==> src/design/llsm_pkg.sv <==
// Shared types for the linked-list slot manager: command and status codes,
// the input and result word structs, and the sequencer state encoding.
// No dependencies.
`timescale 1ns / 1ps

package llsm_pkg;

  typedef enum logic [2:0] {
    CMD_PUSH_FRONT = 3'd0,
    CMD_PUSH_BACK  = 3'd1,
    CMD_INS_BEFORE = 3'd2,
    CMD_INS_AFTER  = 3'd3,
    CMD_ERASE_SLOT = 3'd4,
    CMD_ERASE_POS  = 3'd5,
    CMD_READ_SLOT  = 3'd6,
    CMD_READ_POS   = 3'd7
  } cmd_e;

  typedef enum logic [1:0] {
    ST_OK       = 2'd0,
    ST_NOT_USED = 2'd1,
    ST_BAD_POS  = 2'd2,
    ST_FULL     = 2'd3
  } status_e;

  typedef enum logic [13:0] {
    S_CLEAR   = 14'b00000000000001,
    S_IDLE    = 14'b00000000000010,
    S_LOOK    = 14'b00000000000100,
    S_CHECK   = 14'b00000000001000,
    S_WALK    = 14'b00000000010000,
    S_WSTEP   = 14'b00000000100000,
    S_TAKE    = 14'b00000001000000,
    S_TAKE2   = 14'b00000010000000,
    S_TAKE3   = 14'b00000100000000,
    S_TAKE4   = 14'b00001000000000,
    S_UNLINK  = 14'b00010000000000,
    S_UNLINK2 = 14'b00100000000000,
    S_UNLINK3 = 14'b01000000000000,
    S_DONE    = 14'b10000000000000
  } state_e;

  typedef struct packed {
    cmd_e        command;
    logic [3:0]  slot;
    logic [3:0]  position;
    logic [31:0] value;
  } llsm_in_t;

  typedef struct packed {
    status_e     status;
    logic [3:0]  result_slot;
    logic [31:0] result_value;
    logic [4:0]  element_count;
  } llsm_out_t;

endpackage

==> src/design/linked_list_slot_manager_unit.sv <==
// Top level of the linked-list slot manager: sequencer, link/data stores
// and the output register. Depends on llsm_pkg.
`timescale 1ns / 1ps

//  channel  direction  handshake                  payload
//  in       input      in_valid_i / in_ready_o    in_word_i   (llsm_pkg::llsm_in_t)
//  out      output     out_valid_o / out_ready_i  out_word_o  (llsm_pkg::llsm_out_t)
//
// One read port shared by the stores means each command steps through sequencer
// states before its result reaches the output register: a read or erase by position
// walks the list slot by slot from the head, and a refused command ends early.
// The sequencer then returns to S_IDLE, with in_ready_o high, before the next accept.
// After reset a clearing pass over every slot rebuilds the free chain first.
// A finished word waits in the output register while the next command runs,
// and that command stalls in its last state only while the previous word is unread.

module linked_list_slot_manager_unit #(
  parameter int SLOTS      = 16,
  parameter int DATA_WIDTH = 32
) (
  input  logic              clk_i,
  input  logic              rst_ni,
  input  logic              in_valid_i,
  output logic              in_ready_o,
  input  llsm_pkg::llsm_in_t  in_word_i,
  output logic              out_valid_o,
  input  logic              out_ready_i,
  output llsm_pkg::llsm_out_t out_word_o
);
  import llsm_pkg::*;

  // SW indexes a slot; LW also holds the "none" link value, which is SLOTS.
  localparam int SW = $clog2(SLOTS);
  localparam int LW = $clog2(SLOTS + 1);
  localparam int DW = DATA_WIDTH;
  localparam logic [LW-1:0] NONE     = LW'(SLOTS);
  localparam logic [SW-1:0] LAST_IDX = SW'(SLOTS - 1);

  // Slot stores. Each has one write port; all share one registered read port.
  logic [LW-1:0] next_mem [SLOTS];
  logic [LW-1:0] prev_mem [SLOTS];
  logic          used_mem [SLOTS];
  logic [DW-1:0] data_mem [SLOTS];

  logic [SW-1:0] rd_addr;
  logic [LW-1:0] nxt_rd_q, prv_rd_q;
  logic          use_rd_q;
  logic [DW-1:0] dat_rd_q;

  logic          nxt_we, prv_we, use_we, dat_we, use_wd;
  logic [SW-1:0] nxt_wa, prv_wa, slot_wa;
  logic [LW-1:0] nxt_wd, prv_wd;
  logic [DW-1:0] dat_wd;

  // Control registers.
  state_e        state_q, state_d;
  logic [LW-1:0] head_q, head_d, tail_q, tail_d, free_q, free_d, count_q, count_d;
  logic [SW-1:0] clr_q, clr_d;
  logic          out_valid_q, out_valid_d;

  // Command and working registers.
  cmd_e          cmd_q, cmd_d;
  logic [3:0]    slot_q, slot_d, pos_q, pos_d;
  logic [DW-1:0] val_q, val_d;
  logic [LW-1:0] s_q, s_d, a_q, a_d, b_q, b_d;
  status_e       res_status_q, res_status_d;
  logic [LW-1:0] res_slot_q, res_slot_d;
  logic [DW-1:0] res_val_q, res_val_d;
  llsm_out_t     out_q, out_d;

  logic in_fire;
  logic slot_ok;

  assign in_ready_o  = (state_q == S_IDLE);
  assign in_fire     = in_valid_i && in_ready_o;
  assign out_valid_o = out_valid_q;
  assign out_word_o  = out_q;

  // The slot field is only four bits; a small store may not reach all of them.
  assign slot_ok = (32'(slot_q) < 32'(SLOTS));

  always_comb begin
    state_d      = state_q;
    head_d       = head_q;
    tail_d       = tail_q;
    free_d       = free_q;
    count_d      = count_q;
    clr_d        = clr_q;
    out_valid_d  = out_valid_q && !out_ready_i;
    cmd_d        = cmd_q;
    slot_d       = slot_q;
    pos_d        = pos_q;
    val_d        = val_q;
    s_d          = s_q;
    a_d          = a_q;
    b_d          = b_q;
    res_status_d = res_status_q;
    res_slot_d   = res_slot_q;
    res_val_d    = res_val_q;
    out_d        = out_q;

    rd_addr = '0;
    nxt_we  = 1'b0;
    prv_we  = 1'b0;
    use_we  = 1'b0;
    dat_we  = 1'b0;
    nxt_wa  = '0;
    prv_wa  = '0;
    slot_wa = '0;
    nxt_wd  = '0;
    prv_wd  = '0;
    use_wd  = 1'b0;
    dat_wd  = val_q;

    case (state_q)
      S_CLEAR: begin
        // Rebuild the free chain 0 -> 1 -> ... -> SLOTS-1 and clear the flags.
        nxt_we  = 1'b1;
        prv_we  = 1'b1;
        use_we  = 1'b1;
        nxt_wa  = clr_q;
        prv_wa  = clr_q;
        slot_wa = clr_q;
        nxt_wd  = LW'(clr_q) + 1'b1;
        prv_wd  = (clr_q == '0) ? NONE : LW'(clr_q) - 1'b1;
        if (clr_q == LAST_IDX) begin
          state_d = S_IDLE;
        end else begin
          clr_d = clr_q + 1'b1;
        end
      end

      S_IDLE: begin
        if (in_fire) begin
          cmd_d        = in_word_i.command;
          slot_d       = in_word_i.slot;
          pos_d        = in_word_i.position;
          val_d        = DW'(in_word_i.value);
          res_status_d = ST_OK;
          res_slot_d   = '0;
          res_val_d    = '0;
          state_d      = S_LOOK;
        end
      end

      S_LOOK: begin
        case (cmd_q)
          CMD_PUSH_FRONT, CMD_PUSH_BACK: begin
            if (count_q == NONE) begin
              res_status_d = ST_FULL;
              state_d      = S_DONE;
            end else begin
              a_d     = (cmd_q == CMD_PUSH_FRONT) ? NONE : tail_q;
              b_d     = (cmd_q == CMD_PUSH_FRONT) ? head_q : NONE;
              state_d = S_TAKE;
            end
          end
          CMD_ERASE_POS, CMD_READ_POS: begin
            if (32'(pos_q) >= 32'(count_q)) begin
              res_status_d = ST_BAD_POS;
              state_d      = S_DONE;
            end else begin
              s_d     = head_q;
              state_d = S_WALK;
            end
          end
          default: begin
            // Slot-addressed commands fetch the slot's links, flag and data.
            if (!slot_ok) begin
              res_status_d = ST_NOT_USED;
              state_d      = S_DONE;
            end else begin
              rd_addr = SW'(slot_q);
              state_d = S_CHECK;
            end
          end
        endcase
      end

      S_CHECK: begin
        if (!use_rd_q) begin
          res_status_d = ST_NOT_USED;
          state_d      = S_DONE;
        end else begin
          case (cmd_q)
            CMD_READ_SLOT: begin
              res_slot_d = LW'(slot_q);
              res_val_d  = dat_rd_q;
              state_d    = S_DONE;
            end
            CMD_ERASE_SLOT: begin
              s_d     = LW'(slot_q);
              a_d     = prv_rd_q;
              b_d     = nxt_rd_q;
              state_d = S_UNLINK;
            end
            CMD_INS_BEFORE, CMD_INS_AFTER: begin
              if (count_q == NONE) begin
                res_status_d = ST_FULL;
                state_d      = S_DONE;
              end else begin
                a_d     = (cmd_q == CMD_INS_BEFORE) ? prv_rd_q : LW'(slot_q);
                b_d     = (cmd_q == CMD_INS_BEFORE) ? LW'(slot_q) : nxt_rd_q;
                state_d = S_TAKE;
              end
            end
            default: begin
              state_d = S_DONE;
            end
          endcase
        end
      end

      S_WALK: begin
        // Fetch the current slot; the step state then either stops or moves on.
        if (s_q >= NONE) begin
          res_status_d = ST_BAD_POS;
          state_d      = S_DONE;
        end else begin
          rd_addr = s_q[SW-1:0];
          state_d = S_WSTEP;
        end
      end

      S_WSTEP: begin
        if (pos_q == '0) begin
          res_slot_d = s_q;
          if (cmd_q == CMD_READ_POS) begin
            res_val_d = dat_rd_q;
            state_d   = S_DONE;
          end else begin
            a_d     = prv_rd_q;
            b_d     = nxt_rd_q;
            state_d = S_UNLINK;
          end
        end else begin
          s_d     = nxt_rd_q;
          pos_d   = pos_q - 1'b1;
          state_d = S_WALK;
        end
      end

      S_TAKE: begin
        s_d = free_q;
        if (free_q >= NONE) begin
          res_slot_d = NONE;
          state_d    = S_DONE;
        end else begin
          rd_addr = free_q[SW-1:0];
          state_d = S_TAKE2;
        end
      end

      S_TAKE2: begin
        // Pop the free head: its successor becomes the new free head.
        free_d  = nxt_rd_q;
        prv_we  = (nxt_rd_q < NONE);
        prv_wa  = nxt_rd_q[SW-1:0];
        prv_wd  = NONE;
        nxt_we  = 1'b1;
        nxt_wa  = s_q[SW-1:0];
        nxt_wd  = b_q;
        dat_we  = 1'b1;
        use_we  = 1'b1;
        slot_wa = s_q[SW-1:0];
        use_wd  = 1'b1;
        state_d = S_TAKE3;
      end

      S_TAKE3: begin
        prv_we = 1'b1;
        prv_wa = s_q[SW-1:0];
        prv_wd = a_q;
        if (a_q < NONE) begin
          nxt_we = 1'b1;
          nxt_wa = a_q[SW-1:0];
          nxt_wd = s_q;
        end else begin
          head_d = s_q;
        end
        state_d = S_TAKE4;
      end

      S_TAKE4: begin
        if (b_q < NONE) begin
          prv_we = 1'b1;
          prv_wa = b_q[SW-1:0];
          prv_wd = s_q;
        end else begin
          tail_d = s_q;
        end
        count_d    = count_q + 1'b1;
        res_slot_d = s_q;
        state_d    = S_DONE;
      end

      S_UNLINK: begin
        // Bridge the neighbors around the slot being erased.
        if (a_q < NONE) begin
          nxt_we = 1'b1;
          nxt_wa = a_q[SW-1:0];
          nxt_wd = b_q;
        end else begin
          head_d = b_q;
        end
        if (b_q < NONE) begin
          prv_we = 1'b1;
          prv_wa = b_q[SW-1:0];
          prv_wd = a_q;
        end else begin
          tail_d = a_q;
        end
        state_d = S_UNLINK2;
      end

      S_UNLINK2: begin
        nxt_we  = 1'b1;
        nxt_wa  = s_q[SW-1:0];
        nxt_wd  = free_q;
        prv_we  = 1'b1;
        prv_wa  = s_q[SW-1:0];
        prv_wd  = NONE;
        use_we  = 1'b1;
        slot_wa = s_q[SW-1:0];
        use_wd  = 1'b0;
        state_d = S_UNLINK3;
      end

      S_UNLINK3: begin
        // The erased slot goes back on the head of the free chain.
        if (free_q < NONE) begin
          prv_we = 1'b1;
          prv_wa = free_q[SW-1:0];
          prv_wd = s_q;
        end
        free_d = s_q;
        if (count_q != '0) begin
          count_d = count_q - 1'b1;
        end
        res_slot_d = s_q;
        state_d    = S_DONE;
      end

      S_DONE: begin
        if (!out_valid_q || out_ready_i) begin
          out_d.status        = res_status_q;
          out_d.result_slot   = 4'(res_slot_q);
          out_d.result_value  = 32'(res_val_q);
          out_d.element_count = 5'(count_q);
          out_valid_d         = 1'b1;
          state_d             = S_IDLE;
        end
      end

      default: begin
        state_d = S_IDLE;
      end
    endcase
  end

  // Control state.
  always_ff @(posedge clk_i or negedge rst_ni) begin
    if (!rst_ni) begin
      state_q     <= S_CLEAR;
      head_q      <= NONE;
      tail_q      <= NONE;
      free_q      <= '0;
      count_q     <= '0;
      clr_q       <= '0;
      out_valid_q <= 1'b0;
    end else begin
      state_q     <= state_d;
      head_q      <= head_d;
      tail_q      <= tail_d;
      free_q      <= free_d;
      count_q     <= count_d;
      clr_q       <= clr_d;
      out_valid_q <= out_valid_d;
    end
  end

  // Command, working and result payload.
  always_ff @(posedge clk_i) begin
    cmd_q        <= cmd_d;
    slot_q       <= slot_d;
    pos_q        <= pos_d;
    val_q        <= val_d;
    s_q          <= s_d;
    a_q          <= a_d;
    b_q          <= b_d;
    res_status_q <= res_status_d;
    res_slot_q   <= res_slot_d;
    res_val_q    <= res_val_d;
    out_q        <= out_d;
  end

  // Slot stores with registered read data.
  always_ff @(posedge clk_i) begin
    if (nxt_we) begin
      next_mem[nxt_wa] <= nxt_wd;
    end
    if (prv_we) begin
      prev_mem[prv_wa] <= prv_wd;
    end
    if (use_we) begin
      used_mem[slot_wa] <= use_wd;
    end
    if (dat_we) begin
      data_mem[slot_wa] <= dat_wd;
    end
    nxt_rd_q <= next_mem[rd_addr];
    prv_rd_q <= prev_mem[rd_addr];
    use_rd_q <= used_mem[rd_addr];
    dat_rd_q <= data_mem[rd_addr];
  end

endmodule

==> config.mk <==
export PLATFORM = sky130hd
export DESIGN_NAME = linked_list_slot_manager_unit
export DESIGN_NICKNAME = d
export VERILOG_FILES = /design/src/design/llsm_pkg.sv /design/src/design/linked_list_slot_manager_unit.sv
export SDC_FILE = /design/constraint.sdc
export NUM_CORES = 1
export LEC_CHECK = 0
export ABC_AREA = 1
export BUFFER_PORTS_ARGS = -buffer_cell sky130_fd_sc_hd__buf_2
export CAP_MARGIN = 20
export CORE_UTILIZATION = 25
export CTS_CLUSTER_SIZE = 10
export DETAILED_ROUTE_END_ITERATION = 10
export PLACE_DENSITY_LB_ADDON = 0.15
export SETUP_SLACK_MARGIN = 0.02
export SLEW_MARGIN = 40
export SYNTH_ARGS = -nofsm -noshare
export SYNTH_HDL_FRONTEND = slang
export SYNTH_SLANG_ARGS = --single-unit
==> constraint.sdc <==
create_clock -name clk_i -period 8.5 [get_ports clk_i]
set_input_delay 1.275 -clock clk_i [delete_from_list [all_inputs] [get_ports clk_i]]
set_output_delay 1.275 -clock clk_i [all_outputs]
set_load 0.1 [all_outputs]
==> reports/metrics.yaml <==
initial_core_util_pct: 25.3
synth_edf_count: 827
syn_inst: 3260
worstMarginPinSlew_ps: 872
switching_share_pct: 28.1
crit_type: "flip-flop to primary output"
cts_setup_buffers: 0
status: "complete, no violations"
cts_repair_resize_count: 0
antenna_left: 0
worst-endpoint-required_ps: 7220
io_buffers: 91
die_h_um: 392
ys_types: 51
first_pass_iters: 5
pwr-share-seq_pct: 50.0
fin_skew_ps: 38.9
final_area_um2: 44100
cts_tree: "built"
fin_crit_ps: 4080
path_max_fanout: 15
critical-path-max-stage-delay_ps: 530
internal-power_mw: 8.23
netlist.top_cell.by_area: "edfxtp_1"
drc_errors: 0
die_w_um: 392
yosys_warnings: 0
drive_gt1_share_pct: 10.4
p_leak_nw: 16.0
path_cells: "nor2_2 > nand2_2 > nor2_8 > nand2_2 > nor2_1 > buf_2"
die-area_um2: 153000
clk_pin_slew_ps: 60
synthArstFlopShare_pct: 4.29
root_buffer: "clkbuf_16"
final_cells: 5396
syn_avg_cell_area_um2: 11.6
gr-total-overflow: 0
worst_hold_slack_ps: 416
syn-cell-area_um2: 38000
crit_path_frequent_cell: "nand2_2"
finalPower_mw: 11.5
hold_viol: 0
cts_hold_buf: 0
grt_pass1_vias: 25300
drv_cap: 0
tns_ps: 0
grt_pass1_wl_um: 180000
ir_drop_mv: 0.164
switchingPower_mw: 3.22
num_rows: 142
ys.flop_type: "edfxtp_1"
num_vias: 25700
synthesis.nets: 3319
slew_headroom_pct: 41.9
dp_hpwl_um: 64300
globalplace.congestion: 0.848
slew_viol_final: 0
syn_to_final_growth_pct: 16.2
vias_per_cell: 4.76
comb_power_share_pct: 11.7
setup_viol: 0
grt_max_degree: 166
mostFrequentLayoutCell: "edfxtp_1"
final_cell_mix: "edfxtp_1 (827), nand2_1 (736), nand3_1 (552)"
rsz0062_at_grt: "false"
crit_path_end_kind: "primary output"
cp-start-kind: "flip-flop"
yosysSeqAreaShare_pct: 70.3
antenna_found_initial: 5
place.detailed.instances: 5201
clk_path_buf_depth: 3
p_per_area_nw_per_um2: 260
fmax_mhz: 245
nNetsFinal: 3355
drt_iter0_drc: 2099
post-route-period-util_pct: 47.9
placed_cell_area_um2: 40800
cts_buffers: 108
wirelength_um: 124000
cp_slowest_cell: "buf_2"
hold_class: "flip-flop to flip-flop"
crit_arrival_ps: 2800
num_io_pins: 92
clock_power_share_pct: 38.3
synth_top_area_share_pct: 65.4
wire_per_inst_um: 22.9
ys_top_cells_by_area: "edfxtp_1 (65%), nand3_1 (7.3%), nand2_1 (7.3%)"
synth_seq_cells: 909
grt_usage_pct: 15.9
worstSkewPairLatency_ps: 720
htreeDepth: 3
core_area_um2: 150000
cts.sink_count: 909
[power groups by stage]
stage / logic (mW) / registers (mW) / clock network (mW)
after floorplan: 0.819 / 5.68 / 0
after global placement: 1.34 / 5.82 / 0
after detailed placement: 1.36 / 5.82 / 0
after CTS: 1.36 / 5.73 / 4.52
after global routing: 1.47 / 5.77 / 4.69
final: 1.34 / 5.73 / 4.38
[sequential cells by signal, summed over array words and instances, names as in the netlist, 14 cells and up]
signal and flops:
dat_rd_q 32, dat_wd 32, data_mem 512, out_word_o 43, used_mem 16, prev_mem 80
next_mem 80, state_q 14, res_val_q 32
[cells by family after synthesis]
kind of cell	Yosys count	synth area share [%]
AND/OR/NAND/NOR	1854	22.9
flip-flops	909	70.3
buffers and inverters	365	4.33
AO/OA/AOI/OAI	110	1.84
adder cells (fa/ha/maj)	12	0.415
XOR/XNOR	10	0.231
[per-layer routing]
layer	GRT usage [%]	vias to the layer above	wire [um]
met4	4.20	4	2350
met2	25.4	640	57500
met1	22.2	12900	57900
li1	-	12000	-
met3	2.54	159	5820
met5	0	-	31
[critical path, delay by kind of cell, from the launching register on]
kind,cells,cell delay [ps]
simple gates,5,1180
buf+inv,1,530
flops,1,380
[final cells by class]
type | count | area [um2]
fillers | 15600 | 106000
flip-flops and latches | 909 | 26700
multi-input cells | 1986 | 9880
clock buffers | 175 | 3060
well taps | 2016 | 2520
repair buffers | 153 | 1210
inverters | 138 | 523
clock inverters | 18 | 254
diodes | 1 | 2.50
[synth_stat cells (5+ instances only)]
cell type,number
buf_4,18
a21oi_1,8
inv_1,130
nor2_1,151
a211oi_1,5
inv_2,7
a31oi_1,10
o2111ai_1,6
edfxtp_1,827
buf_2,94
nand3_1,555
xor2_1,6
ha_1,11
nand4_1,349
o21ai_0,44
clkbuf_1,69
buf_1,34
dfxtp_1,43
o22ai_1,8
nand2_2,5
o221ai_1,7
buf_6,12
nand2_1,736
nor2_2,11
dfrtp_1,36
nor3_1,30
[worst paths after layout]
kind,startpoint,endpoint,slack [ps],cells past startpoint
worst max-delay path,state_q[10]$_DFFE_PN0P_,in_ready_o,4420,6
worst min-delay path,res_val_q[18]$_SDFFCE_PP0P_,out_word_o[23]$_DFFE_PP_,420,0
worst max register to register,s_q[0]$_DFFE_PP_,dat_rd_q[16]$_DFF_P_,4530,12
worst min register to register,res_val_q[18]$_SDFFCE_PP0P_,out_word_o[23]$_DFFE_PP_,420,0
max in group asynchronous,rst_ni,count_q[0]$_DFFE_PN0P_,7550,1
min in group asynchronous,rst_ni,clr_q[1]$_DFFE_PN0P_,570,1
[stage by stage]
| step | setup WS (ps) | utilization (%) |
|---|---|---|
| final | 4420 | 29.4 |
| after global routing | 4200 | 29.4 |
| after CTS | 4350 | 29.3 |
| after detailed placement | 4460 | 27.1 |
| after global placement | 3990 | 26.9 |
| after floorplan | 3700 | - |
Note: power is estimated with default switching activity, not from simulation.
